[src/rtl/desm_pkg.sv]
// Shared types, opcodes, error codes and word layouts of the DWARF expression stack machine.
package desm_pkg;

  localparam int DEFAULT_STACK_DEPTH = 64;

  localparam int VALUE_W     = 64;
  localparam int CMD_W       = 8;
  localparam int ERR_W       = 3;
  localparam int COUNT_OUT_W = 7;
  localparam int HALF_W      = VALUE_W / 2;

  // s_tdata: command, operand, external_value, clear_stack, zero pad
  localparam int IN_CMD_LSB   = 0;
  localparam int IN_OPND_LSB  = IN_CMD_LSB + CMD_W;
  localparam int IN_EXT_LSB   = IN_OPND_LSB + VALUE_W;
  localparam int IN_CLR_BIT   = IN_EXT_LSB + VALUE_W;
  localparam int IN_USED_W    = IN_CLR_BIT + 1;
  localparam int IN_DATA_W    = ((IN_USED_W + 7) / 8) * 8;

  // m_tdata: top_value, stack_count, error_code, zero pad
  localparam int OUT_USED_W   = VALUE_W + COUNT_OUT_W + ERR_W;
  localparam int OUT_DATA_W   = ((OUT_USED_W + 7) / 8) * 8;

  localparam int CFG_IDX_W    = 3;

  localparam logic [CFG_IDX_W-1:0] REG_FBREG_BASE    = 3'd0;
  localparam logic [CFG_IDX_W-1:0] REG_OBJECT_BASE   = 3'd1;
  localparam logic [CFG_IDX_W-1:0] REG_HAS_OBJECT    = 3'd2;
  localparam logic [CFG_IDX_W-1:0] REG_HAS_CURSOR    = 3'd3;
  localparam logic [CFG_IDX_W-1:0] REG_HAS_ADDR_SPACE = 3'd4;

  localparam logic [CMD_W-1:0] OP_ADDR        = 8'h03;
  localparam logic [CMD_W-1:0] OP_DEREF       = 8'h06;
  localparam logic [CMD_W-1:0] OP_CONST_LO    = 8'h08;
  localparam logic [CMD_W-1:0] OP_CONST_HI    = 8'h11;
  localparam logic [CMD_W-1:0] OP_DUP         = 8'h12;
  localparam logic [CMD_W-1:0] OP_DROP        = 8'h13;
  localparam logic [CMD_W-1:0] OP_OVER        = 8'h14;
  localparam logic [CMD_W-1:0] OP_SWAP        = 8'h16;
  localparam logic [CMD_W-1:0] OP_AND         = 8'h1a;
  localparam logic [CMD_W-1:0] OP_MINUS       = 8'h1c;
  localparam logic [CMD_W-1:0] OP_MUL         = 8'h1e;
  localparam logic [CMD_W-1:0] OP_NEG         = 8'h1f;
  localparam logic [CMD_W-1:0] OP_NOT         = 8'h20;
  localparam logic [CMD_W-1:0] OP_OR          = 8'h21;
  localparam logic [CMD_W-1:0] OP_PLUS        = 8'h22;
  localparam logic [CMD_W-1:0] OP_PLUS_UCONST = 8'h23;
  localparam logic [CMD_W-1:0] OP_XOR         = 8'h27;
  localparam logic [CMD_W-1:0] OP_LIT_LO      = 8'h30;
  localparam logic [CMD_W-1:0] OP_LIT_HI      = 8'h4f;
  localparam logic [CMD_W-1:0] OP_BREG_LO     = 8'h70;
  localparam logic [CMD_W-1:0] OP_BREG_HI     = 8'h8f;
  localparam logic [CMD_W-1:0] OP_FBREG       = 8'h91;
  localparam logic [CMD_W-1:0] OP_NOP         = 8'h96;
  localparam logic [CMD_W-1:0] OP_CFA         = 8'h9c;

  localparam logic [ERR_W-1:0] ERR_OK          = 3'd0;
  localparam logic [ERR_W-1:0] ERR_NO_CFA      = 3'd1;
  localparam logic [ERR_W-1:0] ERR_NO_BASE     = 3'd2;
  localparam logic [ERR_W-1:0] ERR_NO_MEM      = 3'd3;
  localparam logic [ERR_W-1:0] ERR_UNSUPPORTED = 3'd4;
  localparam logic [ERR_W-1:0] ERR_NO_BREG     = 3'd5;
  localparam logic [ERR_W-1:0] ERR_UNDER       = 3'd6;
  localparam logic [ERR_W-1:0] ERR_OVER        = 3'd7;

  typedef enum logic [1:0] {
    SH_HOLD,
    SH_UP,
    SH_DOWN
  } shift_t;

  typedef enum logic [2:0] {
    K_NONE,
    K_PUSH,
    K_DROP,
    K_BINARY,
    K_SWAP,
    K_UNARY,
    K_MUL
  } op_kind_t;

  typedef enum logic [1:0] {
    MUL_IDLE,
    MUL_CROSS_A,
    MUL_CROSS_B
  } mul_state_t;

  typedef struct packed {
    logic run;
    logic done;
  } mul_status_t;

endpackage

[src/rtl/desm_cell.sv]
// One stack entry: holds, takes the entry above it, or takes the entry below it.
module desm_cell import desm_pkg::*; (
  input  logic               clk,
  input  shift_t             mode,
  input  logic [VALUE_W-1:0] up_val,
  input  logic [VALUE_W-1:0] down_val,
  output logic [VALUE_W-1:0] value
);

  always_ff @(posedge clk) begin
    case (mode)
      SH_UP:   value <= up_val;
      SH_DOWN: value <= down_val;
      SH_HOLD: value <= value;
      default: value <= value;
    endcase
  end

endmodule

[config.mk]
export PLATFORM = sky130hd
export DESIGN_NAME = desm_cell
export DESIGN_NICKNAME = d
export VERILOG_FILES = /design/src/rtl/desm_pkg.sv /design/src/rtl/desm_cell.sv
export SDC_FILE = /design/constraint.sdc
export NUM_CORES = 1
export LEC_CHECK = 0
export BUFFER_PORTS_ARGS = -buffer_cell sky130_fd_sc_hd__buf_4
export CORE_ASPECT_RATIO = 1.1
export CORE_MARGIN = 2
export CORE_UTILIZATION = 46
export DETAILED_ROUTE_END_ITERATION = 8
export PLACE_DENSITY = 0.86
export SLEW_MARGIN = 10
export SYNTH_ARGS = -nofsm -noshare
export SYNTH_HDL_FRONTEND = slang
export SYNTH_SLANG_ARGS = --single-unit
[constraint.sdc]
create_clock -name clk -period 3.7 [get_ports clk]
set_input_delay 0.185 -clock clk [delete_from_list [all_inputs] [get_ports clk]]
set_output_delay 0.185 -clock clk [all_outputs]
set_load 0.02 [all_outputs]
==> results.md <==
- Final period utilization: 0.4518
- Largest family of logic cells by synthesized area: multiplexers
- Post-synthesis simple-gate area fraction: 0
- Wl on met1: 2.442 mm
- Met3 WL: 1.050 mm
- Power per Cell Area: 467.6 nW/um^2
- CP endpoint: value[13]
- Slew @ Worst Pin: 0.8851 ns
- Post-Synthesis Cell Area: 3019 um^2
- Final instance area: 4718 um^2
- Regs by FF count: value x64
- Hold Vio Cnt, Final: 0
- Die area: 7228 um^2
- Post CTS Setup Buffer Count: 0
- Synth Area in XOR/XNOR: 0
- Placed cell areas: 4484 um^2
- Status: completed
- Worst VDD drop: 0.2868 mV
- Post-Synth Adder-Cell Area: 0.004144
- Initial DRT Pass Iterations: 4
- # rows: 30
- Max Clock Freq: 598.2 MHz
- Clock tree sinks: 64
- Final hold slack: 0.1389 ns
- Root cell of the clock tree: clkbuf_8
- WS Path Type: input pin to flop
- Antenna Nets Post-Route: 0
- Area share of the largest cell type after synthesis: 0.6366
- Slew margin rel.: 0.4091
- Switch share: 0.2490
- Htree depth: 3
- Largest buffer count on any clock path: 2
- Register area share after synthesis: 0.6366
- Max FFs per register: 64
- Crit path launch: mode[0]
- Final wirelength: 7.264 mm
- First-pass GRT wire length: 10.12 mm
- Setup TNS: 0 ns
- Initial antenna violation count: 0
- Met2 wire len: 3.648 mm
- Post-route minimum period: 1.672 ns
- Final HPWL DP: 5.646 mm
- Routed len/inst: 17.17 um
- Area Growth Syn to Fin: 56.28%
- Internal power: 1.657 mW
- Die width: 81.25 um
- Synth Warn #: 0
- Gr usage total: 0.1985
- Core Area: 6269 um^2
- Fill count: 398
- Avg Synthesized Cell Area: 21.88 um^2
- Clock group share of total power: 0.321
- Max layer used: met4
- Worst Path Arrival: 1.68 ns
- Cts hold-fix bufs: 0
- Initial DRC Count: 89
- Synth area leaders: edfxtp_1, mux2_4, buf_12
- Critical Path Sink Type: flop
- Synthesized instance count: 138
- Residual DRC count: 0
- Hold Crit Class: input pin to flop
- Worst setup slack after layout: 2.028 ns
- Vias/cell: 4.709
- CTS tree: built
- Post-CTS sizing: 0
- Crit Path Max Fanout: 42
- Post-synthesis mux area share: 0.3133
- Clk slew on worst S/H paths: 0.08 ns
- Share of post-route cells with drive strength above 1: 0.8047
- TritonCTS Buffers: 9
- Pins Over Slew Limit: 0
- Vias in the first global route: 2014
- Post-synthesis net count: 270
- Post-synth top area cell: edfxtp_1
- Final Wtd Congestion: 0.7040
- Compound-cell area share of the yosys netlist: 0
- N_diodes: 0
- Port bufs: 194
- Initial Util: 0.4816
- Via count: 1992
- I/O pins: 195
- Largest net degree at the start of global routing: 43
- Sw Pwr: 0.5493 mW
- LEAKAGE: 2.168 nW
- Synth unique cells: 7
- Setup-failing EPs final: 0
- Seq cells post-synth: 64
- RSZ-0062 raised after global routing: no
- Max Cap Viol: 0
- Gr ovfl total: 0
- CP Launch Type: input pin
- Final net count: 470
- Largest Register: value
- Comb pwr share: 0.248
- CP Data Required Time: 3.71 ns
- Pre-CTS setup slack: 1.668 ns
- Sequential share of power: 0.432
- Chip height: 88.97 um
critical path, stage by stage:
cell	delay [ns]
buf_4	0.11
inv_1	0.09
ha_4	0.21
inv_2	0.64
buf_4	0.44
stage by stage:
step	instances	utilization	total power, mW
3_5_place_dp	407	0.7154	1.522
2_1_floorplan	138	-	1.244
4_1_cts	423	0.7527	2.227
6_report	423	0.7527	2.206
5_1_grt	423	0.7527	2.290
3_3_place_gp	407	0.7154	1.507
cells in the final DEF, fill, tap and decap left out:
cell	count
buf_4	195
edfxtp_1	64
mux2_4	60
clkbuf_8	9
mux2_2	4
bufinv_16	3
clkinv_1	2
inv_1	1
inv_2	1
ha_4	1
clkinvlp_4	1
clkinv_2	1
buf_12	1
synthesized netlist by cell type, drive strengths merged:
cell type   n
edfxtp     64
inv         2
mux2       64
buf         7
ha          1
per-layer routing:
metal  track usage  vias to the layer above
li1              -                      937
met1        0.2054                      904
met2        0.3343                      140
met3        0.1101                       11
met4       0.08166                        0
met5             0                        -
power groups by stage:
stage               Combinational, mW  Sequential [mW]  Clock [mW]
finish                          0.546            0.953       0.707
global route                    0.575            0.963       0.752
CTS                             0.553            0.954       0.720
detailed placement              0.552            0.969           0
global placement                0.543            0.964           0
floorplan                       0.138             1.11           0
worst min-delay path by stage:
stage                       startpoint        end  slack, ns  depth (start not counted)
after floorplan           down_val[10]  value[10]       0.40                          1
after global placement    down_val[53]  value[53]       0.49                          2
after detailed placement  down_val[26]  value[26]       0.49                          2
after CTS                 down_val[26]  value[26]       0.13                          2
after global routing        up_val[26]  value[26]       0.13                          2
final                       up_val[24]  value[24]       0.14                          2
cells by family (layout without fill, tap and decap cells):
family                     Yosys count  after routing
adders and majority gates            1              1
muxes                               64             64
buffers and inverters                9            214
DFF                                 64             64
final cells by class:
| type | instances | area, um^2 | area share |
|---|---|---|---|
| Clock buffer | 9 | 123.9 | 0.02625 |
| Clock inverter | 7 | 110.1 | 0.02334 |
| Inverter | 2 | 7.507 | 0.001591 |
| Multi-Input combinational cell | 65 | 970.9 | 0.2058 |
| Sequential cell | 64 | 1922 | 0.4073 |
| Tap cell | 80 | 100.1 | 0.02121 |
| Timing Repair Buffer | 196 | 1484 | 0.3145 |
(Power assumes the default switching activity.)
