`src/rtl/desm_pkg.sv`:
```
// Shared types, opcodes, error codes and word layouts of the DWARF expression stack machine.
package desm_pkg;

  localparam int DEFAULT_STACK_DEPTH = 64;

  localparam int VALUE_W     = 64;
  localparam int CMD_W       = 8;
  localparam int ERR_W       = 3;
  localparam int COUNT_OUT_W = 7;
  localparam int HALF_W      = VALUE_W / 2;

  // s_tdata: command, operand, external_value, clear_stack, zero pad
  localparam int IN_CMD_LSB   = 0;
  localparam int IN_OPND_LSB  = IN_CMD_LSB + CMD_W;
  localparam int IN_EXT_LSB   = IN_OPND_LSB + VALUE_W;
  localparam int IN_CLR_BIT   = IN_EXT_LSB + VALUE_W;
  localparam int IN_USED_W    = IN_CLR_BIT + 1;
  localparam int IN_DATA_W    = ((IN_USED_W + 7) / 8) * 8;

  // m_tdata: top_value, stack_count, error_code, zero pad
  localparam int OUT_USED_W   = VALUE_W + COUNT_OUT_W + ERR_W;
  localparam int OUT_DATA_W   = ((OUT_USED_W + 7) / 8) * 8;

  localparam int CFG_IDX_W    = 3;

  localparam logic [CFG_IDX_W-1:0] REG_FBREG_BASE    = 3'd0;
  localparam logic [CFG_IDX_W-1:0] REG_OBJECT_BASE   = 3'd1;
  localparam logic [CFG_IDX_W-1:0] REG_HAS_OBJECT    = 3'd2;
  localparam logic [CFG_IDX_W-1:0] REG_HAS_CURSOR    = 3'd3;
  localparam logic [CFG_IDX_W-1:0] REG_HAS_ADDR_SPACE = 3'd4;

  localparam logic [CMD_W-1:0] OP_ADDR        = 8'h03;
  localparam logic [CMD_W-1:0] OP_DEREF       = 8'h06;
  localparam logic [CMD_W-1:0] OP_CONST_LO    = 8'h08;
  localparam logic [CMD_W-1:0] OP_CONST_HI    = 8'h11;
  localparam logic [CMD_W-1:0] OP_DUP         = 8'h12;
  localparam logic [CMD_W-1:0] OP_DROP        = 8'h13;
  localparam logic [CMD_W-1:0] OP_OVER        = 8'h14;
  localparam logic [CMD_W-1:0] OP_SWAP        = 8'h16;
  localparam logic [CMD_W-1:0] OP_AND         = 8'h1a;
  localparam logic [CMD_W-1:0] OP_MINUS       = 8'h1c;
  localparam logic [CMD_W-1:0] OP_MUL         = 8'h1e;
  localparam logic [CMD_W-1:0] OP_NEG         = 8'h1f;
  localparam logic [CMD_W-1:0] OP_NOT         = 8'h20;
  localparam logic [CMD_W-1:0] OP_OR          = 8'h21;
  localparam logic [CMD_W-1:0] OP_PLUS        = 8'h22;
  localparam logic [CMD_W-1:0] OP_PLUS_UCONST = 8'h23;
  localparam logic [CMD_W-1:0] OP_XOR         = 8'h27;
  localparam logic [CMD_W-1:0] OP_LIT_LO      = 8'h30;
  localparam logic [CMD_W-1:0] OP_LIT_HI      = 8'h4f;
  localparam logic [CMD_W-1:0] OP_BREG_LO     = 8'h70;
  localparam logic [CMD_W-1:0] OP_BREG_HI     = 8'h8f;
  localparam logic [CMD_W-1:0] OP_FBREG       = 8'h91;
  localparam logic [CMD_W-1:0] OP_NOP         = 8'h96;
  localparam logic [CMD_W-1:0] OP_CFA         = 8'h9c;

  localparam logic [ERR_W-1:0] ERR_OK          = 3'd0;
  localparam logic [ERR_W-1:0] ERR_NO_CFA      = 3'd1;
  localparam logic [ERR_W-1:0] ERR_NO_BASE     = 3'd2;
  localparam logic [ERR_W-1:0] ERR_NO_MEM      = 3'd3;
  localparam logic [ERR_W-1:0] ERR_UNSUPPORTED = 3'd4;
  localparam logic [ERR_W-1:0] ERR_NO_BREG     = 3'd5;
  localparam logic [ERR_W-1:0] ERR_UNDER       = 3'd6;
  localparam logic [ERR_W-1:0] ERR_OVER        = 3'd7;

  typedef enum logic [1:0] {
    SH_HOLD,
    SH_UP,
    SH_DOWN
  } shift_t;

  typedef enum logic [2:0] {
    K_NONE,
    K_PUSH,
    K_DROP,
    K_BINARY,
    K_SWAP,
    K_UNARY,
    K_MUL
  } op_kind_t;

  typedef enum logic [1:0] {
    MUL_IDLE,
    MUL_CROSS_A,
    MUL_CROSS_B
  } mul_state_t;

  typedef struct packed {
    logic run;
    logic done;
  } mul_status_t;

endpackage

```
`src/rtl/desm_mul.sv`:
```
// Low 64 bits of a 64x64 product on one 32x32 multiplier: low halves first, then the cross products.
module desm_mul import desm_pkg::*; (
  input  logic               clk,
  input  logic               rst,
  input  logic               start,
  input  logic [VALUE_W-1:0] a,
  input  logic [VALUE_W-1:0] b,
  output mul_status_t        status,
  output logic [VALUE_W-1:0] product
);

  mul_state_t          state, state_next;
  logic [HALF_W-1:0]   mx_a, mx_b;
  logic [VALUE_W-1:0]  prod;
  logic [VALUE_W-1:0]  acc;

  always_comb begin
    state_next = state;
    case (state)
      MUL_IDLE:    if (start) state_next = MUL_CROSS_A;
      MUL_CROSS_A: state_next = MUL_CROSS_B;
      MUL_CROSS_B: state_next = MUL_IDLE;
      default:     state_next = MUL_IDLE;
    endcase
  end

  always_comb begin
    mx_a = a[HALF_W-1:0];
    mx_b = b[HALF_W-1:0];
    status.run  = 1'b0;
    status.done = 1'b0;
    case (state)
      MUL_IDLE: begin
      end
      MUL_CROSS_A: begin
        mx_b = b[VALUE_W-1:HALF_W];
        status.run = 1'b1;
      end
      MUL_CROSS_B: begin
        mx_a = a[VALUE_W-1:HALF_W];
        status.run  = 1'b1;
        status.done = 1'b1;
      end
      default: begin
      end
    endcase
  end

  assign prod    = VALUE_W'(mx_a) * VALUE_W'(mx_b);
  assign product = {acc[VALUE_W-1:HALF_W] + prod[HALF_W-1:0], acc[HALF_W-1:0]};

  always_ff @(posedge clk) begin
    if (rst) begin
      state <= MUL_IDLE;
    end else begin
      state <= state_next;
    end
  end

  always_ff @(posedge clk) begin
    if (state == MUL_IDLE && start) begin
      acc <= prod;
    end else if (state == MUL_CROSS_A) begin
      acc[VALUE_W-1:HALF_W] <= acc[VALUE_W-1:HALF_W] + prod[HALF_W-1:0];
    end
  end

endmodule

```
`config.mk`:
```
export PLATFORM = sky130hd
export DESIGN_NAME = desm_mul
export DESIGN_NICKNAME = d
export VERILOG_FILES = /design/src/rtl/desm_pkg.sv /design/src/rtl/desm_mul.sv
export SDC_FILE = /design/constraint.sdc
export NUM_CORES = 2
export LEC_CHECK = 0
export BUFFER_PORTS_ARGS = -buffer_cell sky130_fd_sc_hd__buf_4
export CAP_MARGIN = 0
export CORE_MARGIN = 2
export CORE_UTILIZATION = 40
export CTS_CLUSTER_SIZE = 10
export DETAILED_ROUTE_END_ITERATION = 10
export REMOVE_ABC_BUFFERS = 1
export SYNTH_ARGS = -nofsm -noshare
export SYNTH_HDL_FRONTEND = slang
export SYNTH_SLANG_ARGS = --single-unit
```
`constraint.sdc`:
```
create_clock -name clk -period 22 [get_ports clk]
set_clock_uncertainty 0.15 [all_clocks]
set_input_delay 3.3 -clock clk [delete_from_list [all_inputs] [get_ports clk]]
set_output_delay 3.3 -clock clk [all_outputs]
set_load 0.01 [all_outputs]
```
==> results.md <==
* Async SR Flop Fraction at 0%
* Final setup vio count at 0
* Synth Flop Type: edfxtp_1
* Reg-to-reg slack, setup at 10.67 ns
* Fin. Hold Viols at 0
* Post-CTS setup buffer count at 0
* Hold Path Origin: state[1]
* Die Ht at 308.5 um
* Commonest non-fill, non-tap cell in the layout: fa_1
* Root buf cell: clkbuf_16
* Routed via count at 28,840
* Layout Area Growth over Synthesis at 8.523%
* Cts bufs inserted at 9
* Post-route DRC at 0
* Max-slew violations at 0
* Initial core utilization at 40.39%
* Min-delay worst type: flip-flop to flip-flop
* Start of the worst register-to-register path: state[1]
* Port Buffers at 196
* Core box area at 91,800 sq um
* ANT nets after route at 0
* WS Path Type: primary input to output port
* First-pass GRT wire length at 188,300 um
* Yosys warning count at 0
* Initial antenna violation count at 2
* All-Layer GR Usage at 26.54%
* Worst skew pair latency at 0.34 ns
* Wirelength, routed at 122,400 um
* Avg Inst Size Synth at 8.920 sq um
* Final std cells w/o fill at 5,472
* CTS-repair resized insts at 0
* Post-synth EDFFs at 64
* Worst-margin pin slew at 1.142 ns
* Overflow left after global routing at 0
* Row count at 111
* Sequential area share after synthesis at 5.291%
* CP Launch Type: primary input
* CP max-delay cell: a2111oi_0
* Synth Register Bits at 66
* Area leader, netlist: fa_1
* Critical Path Max Stage Delay at 0.71 ns
* Crit path buffers/inverters at 9
* I/O pins at 197
* Cells after Synth at 4,157
* WP data arrival at 12.38 ns
* Most numerous cell on the critical path: fa_1
* Critical path capture point type: output port
* Tcrit/Tclk final at 71.94%
* Worst r2r path cells at 35
* Hold_buf cts at 0
* Most frequent cells in the layout: 897 x fa_1, 888 x inv_1, 694 x nand2_1
* Clock sink total at 66
* Worst hold path endpoint: state[1]
* H-tree depth at 3
* Layout cells sized above 1 at 9.792%
* DP Wirelength at 101,400 um
* Final Util at 43.84%
* Req. time, crit path at 18.55 ns
* DRT iter0 DRCs at 2,197
* Nets at 5,549
* Number of global-route vias before repair at 30,980
* DR WL/cell at 22.36 um
* TritonRoute pass-1 iters at 6
* Unrepaired setup endpoints after global routing: no
* Max Cap Violations at 0
* Clock Path Buffers at 2
* Crit path max fanout at 13
* Synth top area share at 48.43%
* GP Congestion at 0.9580
* Clock transition at path regs at 0.06 ns
* Top Family by Delay on Critical Path: adder cells
* Largest net degree at the start of global routing at 53
* Width of the die at 308.5 um
* Dpl cells at 5,455
* Post-Synthesis Cell Area at 37,080 sq um
* Outcome: finished clean
* Peak Freq at 0.06318 GHz
* Final min period at 15.83 ns
* CTS tree: built
* Setup TNS at 0 ns
* Worst Hold Depth at 2
* Synth area leaders: fa_1 48%, ha_1 10%, inv_1 9.0%
* Worst rel slew slack at 21.66%
* Critical R2R Capture: acc[63]
* Netlist cell types at 65
* Routed vias/inst at 5.271
* Die area at 95,160 sq um
cells in the mapped netlist (all sizes together) (3+ instances only):
library cell,count
o21ai,81
a31oi,9
nor2b,9
a21boi,3
buf,50
nand2,695
o31a,7
and2,7
nand2b,14
xnor2,57
inv,889
nand4,17
o221a,3
mux2,67
ha,298
a21oi,81
nor3,13
mux2i,66
fa,897
o31ai,11
nand3,11
clkbuf,168
a211oi,14
and3,3
o21a,11
o21bai,14
nor2,466
edfxtp,64
xor2,32
or2,10
or3,3
a21o,52
a31o,4
kinds of logic (layout without fill, tap and decap cells):
family / Yosys count / count (layout) / synth area share (%)
buffers and inverters: 1107 / 1178 / 11.53
other: 0 / 1 / 0
AOI/OAI and AO/OA: 312 / 312 / 5.493
and+or+nand+nor: 1255 / 1255 / 13.29
DFF: 66 / 66 / 5.291
muxes: 133 / 133 / 3.816
adders and majority gates: 1195 / 1195 / 58.48
xor gates and xnor gates: 89 / 89 / 2.102
routing by layer:
layer	GRT usage, %	part of all wire, %	vias up
met5	0	0.021	-
met2	44.21	48	1182
li1	-	-	12520
met1	34.51	40	14880
met3	4.528	8.2	255
met4	10.30	4.6	4
worst reg2reg max path, delay by kind of cell, from the launching register on:
kind | cells | cell delay (ns)
AOI/OAI and AO/OA | 6 | 1.75
DFF | 1 | 0.34
xor gates and xnor gates | 2 | 0.58
muxes | 2 | 0.62
and+or+nand+nor | 5 | 0.78
adders and majority gates | 11 | 5.35
buffers and inverters | 9 | 1.51
worst max path at each step:
stage	startpoint	to	cells past startpoint
2_1_floorplan	b[34]	product[60]	31
3_3_place_gp	a[47]	product[60]	34
3_5_place_dp	a[47]	product[60]	34
4_1_cts	a[47]	product[60]	34
5_1_grt	a[47]	product[63]	33
6_report	a[47]	product[63]	33
registers in the layout, indices dropped and copies added, names as in the netlist:
signal	count
acc	64
state	2
cell type report:
type | count | area [sq um]
fillers | 9067 | 51560
clock buffers | 9 | 225.2
repair buffers | 273 | 2049
flip-flops and latches | 66 | 1962
diodes | 1 | 2.502
well taps | 1243 | 1555
inverters | 889 | 3337
multi-input cells | 2984 | 31030
clock inverters | 7 | 77.57
stage by stage:
| step | hold slack, ns | instance area [sq um] | setup slack [ns] |
|---|---|---|---|
| 3_3_place_gp | 0.4038 | 39940 | 6.310 |
| 3_5_place_dp | 0.4015 | 39940 | 6.277 |
| 6_report | 0.4062 | 40240 | 6.172 |
| 4_1_cts | 0.4102 | 40240 | 6.244 |
| 2_1_floorplan | 0.3371 | 36140 | 6.777 |
| 5_1_grt | 0.4543 | 40240 | 5.664 |
Power is left out: the tool's default activity adds up to more than one toggle a clock period on the data nets, which glitch-free logic cannot reach.
